--- src/sv/uotg_pkg.sv ---
`timescale 1ns / 1ps
// ============================================================================
// uotg_pkg
// Shared types and constants of the USB device endpoint register block:
// request/result beats, the endpoint memory entry, decoded operations and
// configuration values.
// ============================================================================
package uotg_pkg;

    // Command codes of a request beat
    localparam logic [1:0] CMD_READ     = 2'd0;
    localparam logic [1:0] CMD_WRITE    = 2'd1;
    localparam logic [1:0] CMD_IN_DONE  = 2'd2;
    localparam logic [1:0] CMD_OUT_DONE = 2'd3;

    // Endpoint number width at the largest endpoint count
    localparam int EP_NUM_W = 4;
    localparam int SIZE_W   = 17;

    // Global address map
    localparam logic [11:0] ADDR_RESET_CTL = 12'h010;
    localparam logic [11:0] ADDR_HWCFG2    = 12'h048;
    localparam logic [11:0] ADDR_HWCFG3    = 12'h04C;
    localparam logic [11:0] ADDR_HWCFG4    = 12'h050;
    localparam logic [11:0] IN_BASE        = 12'h900;
    localparam logic [11:0] IN_LAST        = 12'hAFC;
    localparam logic [11:0] OUT_BASE       = 12'hB00;
    localparam logic [11:0] OUT_LAST       = 12'hCFC;

    // Fixed hardware configuration words
    localparam logic [31:0] HWCFG2_WORD = 32'h7a8f60d0;
    localparam logic [31:0] HWCFG3_WORD = 32'h082000e8;
    localparam logic [31:0] HWCFG4_WORD = 32'h01f08024;

    // Register offsets inside one endpoint slot
    localparam logic [4:0] REG_CTRL = 5'h00;
    localparam logic [4:0] REG_STAT = 5'h08;
    localparam logic [4:0] REG_SIZE = 5'h10;
    localparam logic [4:0] REG_DMA  = 5'h14;
    localparam logic [4:0] REG_BUF  = 5'h1C;

    // Control and status bit positions
    localparam int CTL_ENABLE  = 31;
    localparam int CTL_DISABLE = 30;
    localparam int CTL_SETNAK  = 27;
    localparam int CTL_NAKSTS  = 17;
    localparam int ST_NAKEFF   = 6;
    localparam int ST_DISABLED = 1;
    localparam int ST_DONE     = 0;

    // Global mask summary enables
    localparam int GM_IN_BIT  = 18;
    localparam int GM_OUT_BIT = 19;

    typedef struct packed {
        logic [1:0]        command;
        logic [11:0]       address;
        logic [31:0]       write_data;
        logic [2:0]        endpoint;
        logic [SIZE_W-1:0] amount;
    } req_t;

    typedef struct packed {
        logic [31:0]       read_data;
        logic              irq_line;
        logic              start_request;
        logic              start_is_out;
        logic [2:0]        start_endpoint;
        logic [SIZE_W-1:0] start_length;
        logic [31:0]       start_address;
        logic              access_error;
    } rsp_t;

    typedef struct packed {
        logic [31:0] control;
        logic [6:0]  status;
        logic [31:0] size;
        logic [31:0] dma;
        logic [31:0] buffer;
    } ep_entry_t;

    typedef enum logic [3:0] {
        OP_NONE,
        OP_ERR,
        OP_RST,
        OP_CONST,
        OP_CTRL,
        OP_STAT,
        OP_SIZE,
        OP_DMA,
        OP_BUF,
        OP_DONE
    } op_t;

    typedef struct packed {
        op_t                 op;
        logic                wr;
        logic                dir;
        logic [EP_NUM_W-1:0] ep;
        logic [31:0]         data;
        logic [SIZE_W-1:0]   amount;
    } item_t;

    typedef struct packed {
        logic [31:0] global_irq_mask;
        logic [31:0] endpoint_irq_mask;
        logic [15:0] tx_fifo_size;
        logic [15:0] rx_fifo_size;
        logic        link_up;
    } cfg_t;

endpackage

--- src/sv/uotg_ep_ram.sv ---
`timescale 1ns / 1ps
// ============================================================================
// uotg_ep_ram
// Endpoint state memory: one entry per direction and endpoint, one write
// port, one read port with registered data. Entries never written read as 0.
// ============================================================================
module uotg_ep_ram #(
    parameter int IDX_W = 4
) (
    input  logic                  clk,
    input  logic                  rst_n,
    input  logic                  rd_en,
    input  logic [IDX_W-1:0]      rd_idx,
    output uotg_pkg::ep_entry_t   rd_data,
    input  logic                  wr_en,
    input  logic [IDX_W-1:0]      wr_idx,
    input  uotg_pkg::ep_entry_t   wr_data
);

    localparam int DEPTH = 1 << IDX_W;

    uotg_pkg::ep_entry_t mem [DEPTH];
    uotg_pkg::ep_entry_t rd_mem_reg;
    logic [DEPTH-1:0]    valid_reg;
    logic                rd_valid_reg;

    // Write entry and fetch read data
    always_ff @(posedge clk)
    begin
        if (wr_en)
        begin
            mem[wr_idx] <= wr_data;
        end
        if (rd_en)
        begin
            rd_mem_reg <= mem[rd_idx];
        end
    end

    // Track written entries so reset state reads as zero
    always_ff @(posedge clk or negedge rst_n)
    begin
        if (!rst_n)
        begin
            valid_reg    <= '0;
            rd_valid_reg <= 1'b0;
        end
        else
        begin
            if (wr_en)
            begin
                valid_reg[wr_idx] <= 1'b1;
            end
            if (rd_en)
            begin
                rd_valid_reg <= valid_reg[rd_idx];
            end
        end
    end

    assign rd_data = rd_valid_reg ? rd_mem_reg : '0;

endmodule

--- src/sv/uotg_cfg.sv ---
`timescale 1ns / 1ps
// ============================================================================
// uotg_cfg
// APB configuration registers: interrupt masks, FIFO depths and link state.
// ============================================================================
module uotg_cfg (
    input  logic           clk,
    input  logic           rst_n,
    input  logic           psel,
    input  logic           penable,
    input  logic           pwrite,
    input  logic [4:0]     paddr,
    input  logic [31:0]    pwdata,
    output logic [31:0]    prdata,
    output logic           pready,
    output uotg_pkg::cfg_t cfg
);

    localparam logic [2:0] CFG_GMASK = 3'd0;
    localparam logic [2:0] CFG_EMASK = 3'd1;
    localparam logic [2:0] CFG_TXSZ  = 3'd2;
    localparam logic [2:0] CFG_RXSZ  = 3'd3;
    localparam logic [2:0] CFG_LINK  = 3'd4;

    uotg_pkg::cfg_t cfg_reg;
    logic           wr_beat;

    assign wr_beat = psel && penable && pwrite;
    assign pready  = 1'b1;
    assign cfg     = cfg_reg;

    // Write registers on the access phase
    always_ff @(posedge clk or negedge rst_n)
    begin
        if (!rst_n)
        begin
            cfg_reg <= '0;
        end
        else if (wr_beat)
        begin
            unique case (paddr[4:2])
                CFG_GMASK: cfg_reg.global_irq_mask   <= pwdata;
                CFG_EMASK: cfg_reg.endpoint_irq_mask <= pwdata;
                CFG_TXSZ:  cfg_reg.tx_fifo_size      <= pwdata[15:0];
                CFG_RXSZ:  cfg_reg.rx_fifo_size      <= pwdata[15:0];
                CFG_LINK:  cfg_reg.link_up           <= pwdata[0];
                default:   ;
            endcase
        end
    end

    // Read mux
    always_comb
    begin
        unique case (paddr[4:2])
            CFG_GMASK: prdata = cfg_reg.global_irq_mask;
            CFG_EMASK: prdata = cfg_reg.endpoint_irq_mask;
            CFG_TXSZ:  prdata = {16'b0, cfg_reg.tx_fifo_size};
            CFG_RXSZ:  prdata = {16'b0, cfg_reg.rx_fifo_size};
            CFG_LINK:  prdata = {31'b0, cfg_reg.link_up};
            default:   prdata = '0;
        endcase
    end

endmodule

--- src/sv/uotg_exec.sv ---
`timescale 1ns / 1ps
// ============================================================================
// uotg_exec
// Read-modify-write logic for one decoded item: applies the register access
// or transfer-done event to the fetched endpoint entry and forms the result.
// ============================================================================
module uotg_exec (
    input  uotg_pkg::item_t     item,
    input  uotg_pkg::ep_entry_t entry,
    input  uotg_pkg::cfg_t      cfg,
    input  logic                rst_flag,
    output uotg_pkg::ep_entry_t entry_new,
    output logic                entry_we,
    output logic                rst_flag_new,
    output uotg_pkg::rsp_t      rsp
);

    logic [uotg_pkg::SIZE_W-1:0] cur_size;
    logic [uotg_pkg::SIZE_W-1:0] fifo_cap;
    logic [uotg_pkg::SIZE_W-1:0] xfer_len;
    logic [uotg_pkg::SIZE_W-1:0] fin_amt;
    logic [uotg_pkg::SIZE_W-1:0] size_fin;
    logic [31:0]                 dma_sum;
    logic                        dma_on;
    logic [31:0]                 ctl;
    logic [6:0]                  st;
    logic                        go;

    // Cap the transfer by the FIFO depth of its direction
    assign cur_size = entry.size[uotg_pkg::SIZE_W-1:0];
    assign fifo_cap = item.dir ? {1'b0, cfg.rx_fifo_size} : {1'b0, cfg.tx_fifo_size};
    assign xfer_len = (cur_size > fifo_cap) ? fifo_cap : cur_size;

    // Shared size decrement and DMA advance
    assign fin_amt  = (item.op == uotg_pkg::OP_DONE) ? item.amount : xfer_len;
    assign size_fin = cur_size - fin_amt;
    assign dma_sum  = entry.dma + {{(32 - uotg_pkg::SIZE_W){1'b0}}, fin_amt};
    assign dma_on   = (entry.dma != '0);

    // Apply the operation
    always_comb
    begin
        entry_new    = entry;
        entry_we     = 1'b0;
        rst_flag_new = rst_flag;
        rsp          = '0;
        ctl          = item.data;
        st           = entry.status;
        go           = 1'b0;

        case (item.op)
            uotg_pkg::OP_ERR:
            begin
                rsp.access_error = 1'b1;
            end
            uotg_pkg::OP_RST:
            begin
                if (!item.wr)
                begin
                    rsp.read_data = {rst_flag, 31'b0};
                end
                else if (item.data[0])
                begin
                    rst_flag_new = 1'b1;
                end
                else if (item.data == '0)
                begin
                    rst_flag_new = 1'b0;
                end
            end
            uotg_pkg::OP_CONST:
            begin
                if (!item.wr)
                begin
                    rsp.read_data = item.data;
                end
            end
            uotg_pkg::OP_CTRL:
            begin
                if (!item.wr)
                begin
                    rsp.read_data = entry.control;
                end
                else
                begin
                    entry_we = 1'b1;
                    // Set NAK
                    if (ctl[uotg_pkg::CTL_SETNAK])
                    begin
                        ctl[uotg_pkg::CTL_NAKSTS] = 1'b1;
                        st[uotg_pkg::ST_NAKEFF]   = 1'b1;
                        ctl[uotg_pkg::CTL_SETNAK] = 1'b0;
                    end
                    // Disable drops enable
                    if (ctl[uotg_pkg::CTL_DISABLE])
                    begin
                        st[uotg_pkg::ST_DISABLED]  = 1'b1;
                        ctl[uotg_pkg::CTL_DISABLE] = 1'b0;
                        ctl[uotg_pkg::CTL_ENABLE]  = 1'b0;
                    end
                    // OUT transfers wait while the link is down
                    go = ctl[uotg_pkg::CTL_ENABLE] && !(item.dir && !cfg.link_up);
                    if (go)
                    begin
                        if (cfg.link_up)
                        begin
                            rsp.start_request  = 1'b1;
                            rsp.start_is_out   = item.dir;
                            rsp.start_endpoint = item.ep[2:0];
                            rsp.start_length   = xfer_len;
                            rsp.start_address  = entry.dma;
                        end
                        if (!item.dir && dma_on)
                        begin
                            entry_new.dma = dma_sum;
                        end
                        // IN completes at once with no link
                        if (!item.dir && !cfg.link_up)
                        begin
                            entry_new.size[uotg_pkg::SIZE_W-1:0] = size_fin;
                            ctl[uotg_pkg::CTL_ENABLE]            = 1'b0;
                            st[uotg_pkg::ST_DONE]                = 1'b1;
                        end
                    end
                    entry_new.control = ctl;
                    entry_new.status  = st;
                end
            end
            uotg_pkg::OP_STAT:
            begin
                if (!item.wr)
                begin
                    rsp.read_data = {25'b0, entry.status};
                end
                else
                begin
                    entry_we         = 1'b1;
                    entry_new.status = entry.status & ~item.data[6:0];
                end
            end
            uotg_pkg::OP_SIZE:
            begin
                if (!item.wr)
                begin
                    rsp.read_data = entry.size;
                end
                else
                begin
                    entry_we       = 1'b1;
                    entry_new.size = item.data;
                end
            end
            uotg_pkg::OP_DMA:
            begin
                if (!item.wr)
                begin
                    rsp.read_data = entry.dma;
                end
                else
                begin
                    entry_we      = 1'b1;
                    entry_new.dma = item.data;
                end
            end
            uotg_pkg::OP_BUF:
            begin
                if (!item.wr)
                begin
                    rsp.read_data = entry.buffer;
                end
                else
                begin
                    entry_we         = 1'b1;
                    entry_new.buffer = item.data;
                end
            end
            uotg_pkg::OP_DONE:
            begin
                entry_we = 1'b1;
                if (item.dir && dma_on)
                begin
                    entry_new.dma = dma_sum;
                end
                entry_new.size[uotg_pkg::SIZE_W-1:0]       = size_fin;
                entry_new.control[uotg_pkg::CTL_ENABLE]    = 1'b0;
                entry_new.status[uotg_pkg::ST_DONE]        = 1'b1;
            end
            default:
            begin
            end
        endcase
    end

endmodule

--- src/sv/usb_otg_endpoint_register_block.sv ---
`timescale 1ns / 1ps
// ============================================================================
// usb_otg_endpoint_register_block
// Endpoint register block of a USB device controller: per-endpoint control,
// interrupt status, transfer size and DMA address for IN and OUT endpoints,
// transfer starts and the masked interrupt summary.
//
//   Channel   Handshake             Payload
//   request   start / busy          request (uotg_pkg::req_t)
//   result    done (1-cycle strobe) result  (uotg_pkg::rsp_t)
//   config    APB psel/penable      paddr, pwdata, prdata
//
// For each item, the accept cycle reads the endpoint entry from the state
// memory (registered read data), and the next cycle (busy high) modifies
// and writes it back. The result is registered and strobes done in the
// cycle after, while the next item may already be accepted. No new item is
// taken while busy is high. Reset is asynchronous; the memory needs no
// clearing pass. The result cannot be stalled.
// ============================================================================
module usb_otg_endpoint_register_block #(
    parameter int ENDPOINTS = 8
) (
    input  logic            clk,
    input  logic            rst_n,
    input  logic            start,
    output logic            busy,
    input  uotg_pkg::req_t  request,
    output logic            done,
    output uotg_pkg::rsp_t  result,
    input  logic            psel,
    input  logic            penable,
    input  logic            pwrite,
    input  logic [4:0]      paddr,
    input  logic [31:0]     pwdata,
    output logic [31:0]     prdata,
    output logic            pready
);

    localparam int EPW   = (ENDPOINTS > 1) ? $clog2(ENDPOINTS) : 1;
    localparam int IDX_W = EPW + 1;
    localparam logic [uotg_pkg::EP_NUM_W:0] EP_LIMIT = (uotg_pkg::EP_NUM_W + 1)'(ENDPOINTS);

    typedef enum logic {
        ST_IDLE,
        ST_EXEC
    } state_t;

    state_t              state_reg, state_next;
    uotg_pkg::item_t     item_reg, item_next;
    uotg_pkg::rsp_t      result_reg, result_next;
    logic                done_reg, done_next;
    logic                rst_flag_reg, rst_flag_next;
    logic [ENDPOINTS-1:0] in_nz_reg, in_nz_next;
    logic [ENDPOINTS-1:0] out_nz_reg, out_nz_next;

    uotg_pkg::cfg_t      cfg;
    uotg_pkg::ep_entry_t entry_rd;
    uotg_pkg::ep_entry_t entry_new;
    uotg_pkg::rsp_t      exec_rsp;
    logic                entry_we;
    logic                accept;
    logic                wr_en;

    uotg_pkg::item_t               dec;
    logic [11:0]                   win_off;
    logic [uotg_pkg::EP_NUM_W-1:0] dec_ep;
    logic                          in_win;
    logic                          out_win;
    logic [EPW-1:0]                ep_idx;
    logic                          irq;

    assign busy   = (state_reg == ST_EXEC);
    assign accept = start && !busy;
    assign done   = done_reg;
    assign result = result_reg;

    uotg_cfg u_cfg (
        .clk     (clk),
        .rst_n   (rst_n),
        .psel    (psel),
        .penable (penable),
        .pwrite  (pwrite),
        .paddr   (paddr),
        .pwdata  (pwdata),
        .prdata  (prdata),
        .pready  (pready),
        .cfg     (cfg)
    );

    // Decode the request beat into an endpoint, reset-control or fixed-word operation
    assign in_win  = (request.address >= uotg_pkg::IN_BASE) &&
                     (request.address <= uotg_pkg::IN_LAST);
    assign out_win = (request.address >= uotg_pkg::OUT_BASE) &&
                     (request.address <= uotg_pkg::OUT_LAST);
    assign win_off = request.address - (out_win ? uotg_pkg::OUT_BASE : uotg_pkg::IN_BASE);

    always_comb
    begin
        dec        = '0;
        dec.op     = uotg_pkg::OP_NONE;
        dec.wr     = (request.command == uotg_pkg::CMD_WRITE);
        dec.amount = request.amount;
        dec.data   = request.write_data;
        dec_ep     = '0;

        if (!request.command[1])
        begin
            if (in_win || out_win)
            begin
                dec_ep  = win_off[8:5];
                dec.dir = out_win;
                dec.ep  = dec_ep;
                if ({1'b0, dec_ep} >= EP_LIMIT)
                begin
                    dec.op = uotg_pkg::OP_ERR;
                end
                else
                begin
                    unique case (win_off[4:0])
                        uotg_pkg::REG_CTRL: dec.op = uotg_pkg::OP_CTRL;
                        uotg_pkg::REG_STAT: dec.op = uotg_pkg::OP_STAT;
                        uotg_pkg::REG_SIZE: dec.op = uotg_pkg::OP_SIZE;
                        uotg_pkg::REG_DMA:  dec.op = uotg_pkg::OP_DMA;
                        uotg_pkg::REG_BUF:  dec.op = uotg_pkg::OP_BUF;
                        default:            dec.op = uotg_pkg::OP_ERR;
                    endcase
                end
            end
            else if (request.address == uotg_pkg::ADDR_RESET_CTL)
            begin
                dec.op = uotg_pkg::OP_RST;
            end
            else if (!dec.wr)
            begin
                // Fixed words travel in the data field
                unique case (request.address)
                    uotg_pkg::ADDR_HWCFG2:
                    begin
                        dec.op   = uotg_pkg::OP_CONST;
                        dec.data = uotg_pkg::HWCFG2_WORD;
                    end
                    uotg_pkg::ADDR_HWCFG3:
                    begin
                        dec.op   = uotg_pkg::OP_CONST;
                        dec.data = uotg_pkg::HWCFG3_WORD;
                    end
                    uotg_pkg::ADDR_HWCFG4:
                    begin
                        dec.op   = uotg_pkg::OP_CONST;
                        dec.data = uotg_pkg::HWCFG4_WORD;
                    end
                    default:
                    begin
                        dec.op = uotg_pkg::OP_NONE;
                    end
                endcase
            end
        end
        else
        begin
            dec_ep  = {1'b0, request.endpoint};
            dec.dir = request.command[0];
            dec.ep  = dec_ep;
            dec.op  = ({1'b0, dec_ep} >= EP_LIMIT) ? uotg_pkg::OP_ERR : uotg_pkg::OP_DONE;
        end
    end

    // Endpoint state memory
    assign ep_idx = item_reg.ep[EPW-1:0];
    assign wr_en  = busy && entry_we;

    uotg_ep_ram #(
        .IDX_W (IDX_W)
    ) u_ram (
        .clk     (clk),
        .rst_n   (rst_n),
        .rd_en   (accept),
        .rd_idx  ({dec.dir, dec.ep[EPW-1:0]}),
        .rd_data (entry_rd),
        .wr_en   (wr_en),
        .wr_idx  ({item_reg.dir, ep_idx}),
        .wr_data (entry_new)
    );

    uotg_exec u_exec (
        .item         (item_reg),
        .entry        (entry_rd),
        .cfg          (cfg),
        .rst_flag     (rst_flag_reg),
        .entry_new    (entry_new),
        .entry_we     (entry_we),
        .rst_flag_new (rst_flag_next),
        .rsp          (exec_rsp)
    );

    // Track nonzero status per endpoint for the interrupt summary
    always_comb
    begin
        in_nz_next  = in_nz_reg;
        out_nz_next = out_nz_reg;
        for (int i = 0; i < ENDPOINTS; i++)
        begin
            if (wr_en && (ep_idx == EPW'(i)))
            begin
                if (item_reg.dir)
                begin
                    out_nz_next[i] = |entry_new.status;
                end
                else
                begin
                    in_nz_next[i] = |entry_new.status;
                end
            end
        end
    end

    assign irq = (cfg.global_irq_mask[uotg_pkg::GM_IN_BIT] &&
                  |(in_nz_next & cfg.endpoint_irq_mask[ENDPOINTS-1:0])) ||
                 (cfg.global_irq_mask[uotg_pkg::GM_OUT_BIT] &&
                  |(out_nz_next & cfg.endpoint_irq_mask[16 +: ENDPOINTS]));

    // Sequence: fetch on accept, modify and write back next cycle
    always_comb
    begin
        state_next  = state_reg;
        item_next   = item_reg;
        result_next = result_reg;
        done_next   = 1'b0;

        unique case (state_reg)
            ST_IDLE:
            begin
                if (start)
                begin
                    item_next  = dec;
                    state_next = ST_EXEC;
                end
            end
            ST_EXEC:
            begin
                result_next          = exec_rsp;
                result_next.irq_line = irq;
                done_next            = 1'b1;
                state_next           = ST_IDLE;
            end
            default:
            begin
                state_next = ST_IDLE;
            end
        endcase
    end

    always_ff @(posedge clk or negedge rst_n)
    begin
        if (!rst_n)
        begin
            state_reg    <= ST_IDLE;
            item_reg     <= '0;
            result_reg   <= '0;
            done_reg     <= 1'b0;
            rst_flag_reg <= 1'b0;
            in_nz_reg    <= '0;
            out_nz_reg   <= '0;
        end
        else
        begin
            state_reg  <= state_next;
            item_reg   <= item_next;
            result_reg <= result_next;
            done_reg   <= done_next;
            in_nz_reg  <= in_nz_next;
            out_nz_reg <= out_nz_next;
            if (busy)
            begin
                rst_flag_reg <= rst_flag_next;
            end
        end
    end

endmodule

--- config.mk ---
export PLATFORM = sky130hd
export DESIGN_NAME = usb_otg_endpoint_register_block
export DESIGN_NICKNAME = d
export VERILOG_FILES = /design/src/sv/uotg_pkg.sv /design/src/sv/uotg_ep_ram.sv /design/src/sv/uotg_cfg.sv /design/src/sv/uotg_exec.sv /design/src/sv/usb_otg_endpoint_register_block.sv
export SDC_FILE = /design/constraint.sdc
export NUM_CORES = 2
export LEC_CHECK = 0
export BUFFER_PORTS_ARGS = -buffer_cell sky130_fd_sc_hd__buf_4
export CAP_MARGIN = 20
export CORE_MARGIN = 2
export CORE_UTILIZATION = 60
export CTS_CLUSTER_DIAMETER = 60
export DETAILED_ROUTE_END_ITERATION = 16
export PLACE_DENSITY = 0.77
export SKIP_CTS_REPAIR_TIMING = 1
export SYNTH_ARGS = -nofsm -noshare
export SYNTH_HDL_FRONTEND = slang
export SYNTH_HIERARCHICAL = 1
export SYNTH_SLANG_ARGS = --single-unit
--- constraint.sdc ---
create_clock -name clk -period 13.7 [get_ports clk]
set_input_delay 2.74 -clock clk [delete_from_list [all_inputs] [get_ports clk]]
set_output_delay 2.74 -clock clk [all_outputs]
set_load 0.02 [all_outputs]
==> reports/qor.txt <==
first-pass GRT wire length: 395000 um
Fmax: 126 MHz
Final Hold Viols: 0
fill cell count: 10.6k
Seq pwr share: 50.7%
# IOs: 232
core box area: 174000 sq um
vias in the first global route: 56.5k
max_cap viols: 0
Power Density: 159 nW/um^2
CP Class: flip-flop to flip-flop
Layout Skew: 62.2 ps
via-per-instance ratio: 6.91
Setup crit start kind: flip-flop
Avg WL per Cell: 33.6 um
LEAKAGE: 39.7 nW
Peak VDD IR: 167 uV
Detailed Place HPWL: 147000 um
H-tree depth: 4
maximum root-to-sink buffer count: 3
fin crit period: 7920 ps
Slew @ Worst Pin: 1400 ps
Final setup viols: 0
starting density of the core: 60.4%
total power: 0.0186 W
Crit path arrival time: 8460 ps
fin cells: 8186
setup TNS: 0 ps
total CTS buffers: 241
Worst-path clk slew: 60 ps
DRC errors left: 0
Slew headroom: 6.42%
Area Overhead vs Synth: 11.8%
Comb power frac: 14.0%
Crit Path Max Fanout: 46
CTS sink cnt: 2574
Worst Path Required: 14240 ps
worst path cell trace: buf_4 -> and2_1 -> ha_1 -> and4_1 -> nand2_1 -> o21bai_1 -> a311oi_1 -> o21ai_2 -> mux2_2 -> o21ai_0 -> ha_1 -> a211o_1 -> a2111oi_2 -> or3_4 -> a31oi_4 -> a21boi_2 -> a21oi_1 -> o211ai_1
pin count of the biggest net entering global routing: 168
ANT nets after route: 0
Clock Power Share: 35.4%
Die H: 423 um
Crit path top cell by count: ha_1
syn avg cell area: 19.7 sq um
Vias: 56.6k
nets: 5813
yosys warns: 6
status: finished, final reports clean
grt ovf: 0
initial antenna violation count: 12
Root Driver: clkbuf_16
Critical Path Sink Type: flip-flop
Mapped Cells: 5329
class of the worst hold path: flip-flop to flip-flop
slowest CP cell: dfrtp_4
share of cells above drive strength 1: 30.0%
Psw: 0.00477 W
Total Routing Usage GR: 30.9%
CP bufs+invs: 1
final worst-path cycle share: 57.8%
worst-skew pair later-pin latency: 910 ps
Placed Cells: 7717
row cnt: 153
initial DRC count: 8155
die width: 423 um
Final Max Slew Viols: 0
Worst path top cell family by delay: compound AO/OA/AOI/OAI gates
die area: 179000 sq um
post-synth net total: 5494
IO buf count: 228
unrepaired setup endpoints after global routing: false
CP peak stage delay: 920 ps
drt first pass iters: 9
CTS tree: yes
Pint: 0.0139 W
switch share: 25.6%
drt total wl: 275000 um
Largest register FFs: 2160
Final Wtd Congestion: 0.939
mapped cell area: 105000 sq um
## worst reg2reg max path: stages, from the launching register on
cell       delay [ps]
dfrtp_4           920
buf_4             600
and2_1            470
ha_1              310
and4_1            210
nand2_1            80
o21bai_1          100
a311oi_1          120
o21ai_2           640
mux2_2            440
o21ai_0           620
ha_1              380
a211o_1           330
a2111oi_2         370
or3_4             220
a31oi_4           110
a21boi_2          640
a21oi_1           160
o211ai_1          880
## placed cells by master (no fill, tap or decap), types with 82 or more instances in the layout
master and n:
a21oi_1 107, and2_1 179, buf_4 360, clkbuf_16 241, dfrtp_1 276, edfxtp_1 2295
mux2_2 264, mux2i_1 100, mux4_2 638, nand2_1 212, nor2_1 103, nor2b_1 82
## path summary, 6_finish.rpt
| path | startpoint | to | slack [ps] | depth (start not counted) |
|---|---|---|---|---|
| setup / recovery | u_ram/rd_valid_reg | u_ram/mem[0][59] | 5780 | 18 |
| hold / removal | u_ram/valid_reg[12] | u_ram/valid_reg[12] | 470 | 1 |
| min in group asynchronous | rst_n | result[69] | 1840 | 1 |
| setup reg to reg | u_ram/rd_valid_reg | u_ram/mem[0][59] | 5780 | 18 |
| max in group asynchronous | rst_n | item_reg[15] | 9720 | 3 |
| hold reg to reg | u_ram/valid_reg[12] | u_ram/valid_reg[12] | 470 | 1 |
## cell type report
| type | instances | area, sq um | share of cell area (%) |
|---|---|---|---|
| sequential | 2574 | 75900 | 64.5 |
| multi-input combinational | 2415 | 27600 | 23.5 |
| clock buffer | 306 | 6410 | 5.45 |
| timing repair buffer | 383 | 3130 | 2.66 |
| tap | 2325 | 2910 | 2.47 |
| clock inverter | 144 | 1460 | 1.24 |
| inverter | 33 | 136 | 0.116 |
| antenna | 6 | 15.0 | 0.0128 |
## stage by stage
step / instance area (sq um) / util, % / hold slack, ps / setup WS [ps]
after floorplan: 105000 / - / 434 / 1520
after global placement: 110000 / 63.0 / 446 / 6060
after detailed placement: 110000 / 63.0 / 452 / 6000
after CTS: 117000 / 67.5 / 468 / 6000
after global routing: 118000 / 67.6 / 483 / 5560
final: 118000 / 67.6 / 468 / 5780
## power groups by stage
stage	clock network, W	registers (W)	logic [W]
floorplan	0	0.00952	0.00168
global placement	0	0.00958	0.00244
detailed placement	0	0.00960	0.00252
CTS	0.00666	0.00944	0.00254
global route	0.00696	0.00946	0.00276
finish	0.00660	0.00945	0.00260
## metal layers
metal	global-route usage, %	part of all wire (%)	up-vias
met2	48.6	48	3673
met4	15.9	5.8	10
met3	5.67	10	751
met5	0	0.025	-
li1	-	-	22430
met1	41.9	36	29710
(Power assumes the default switching activity.)
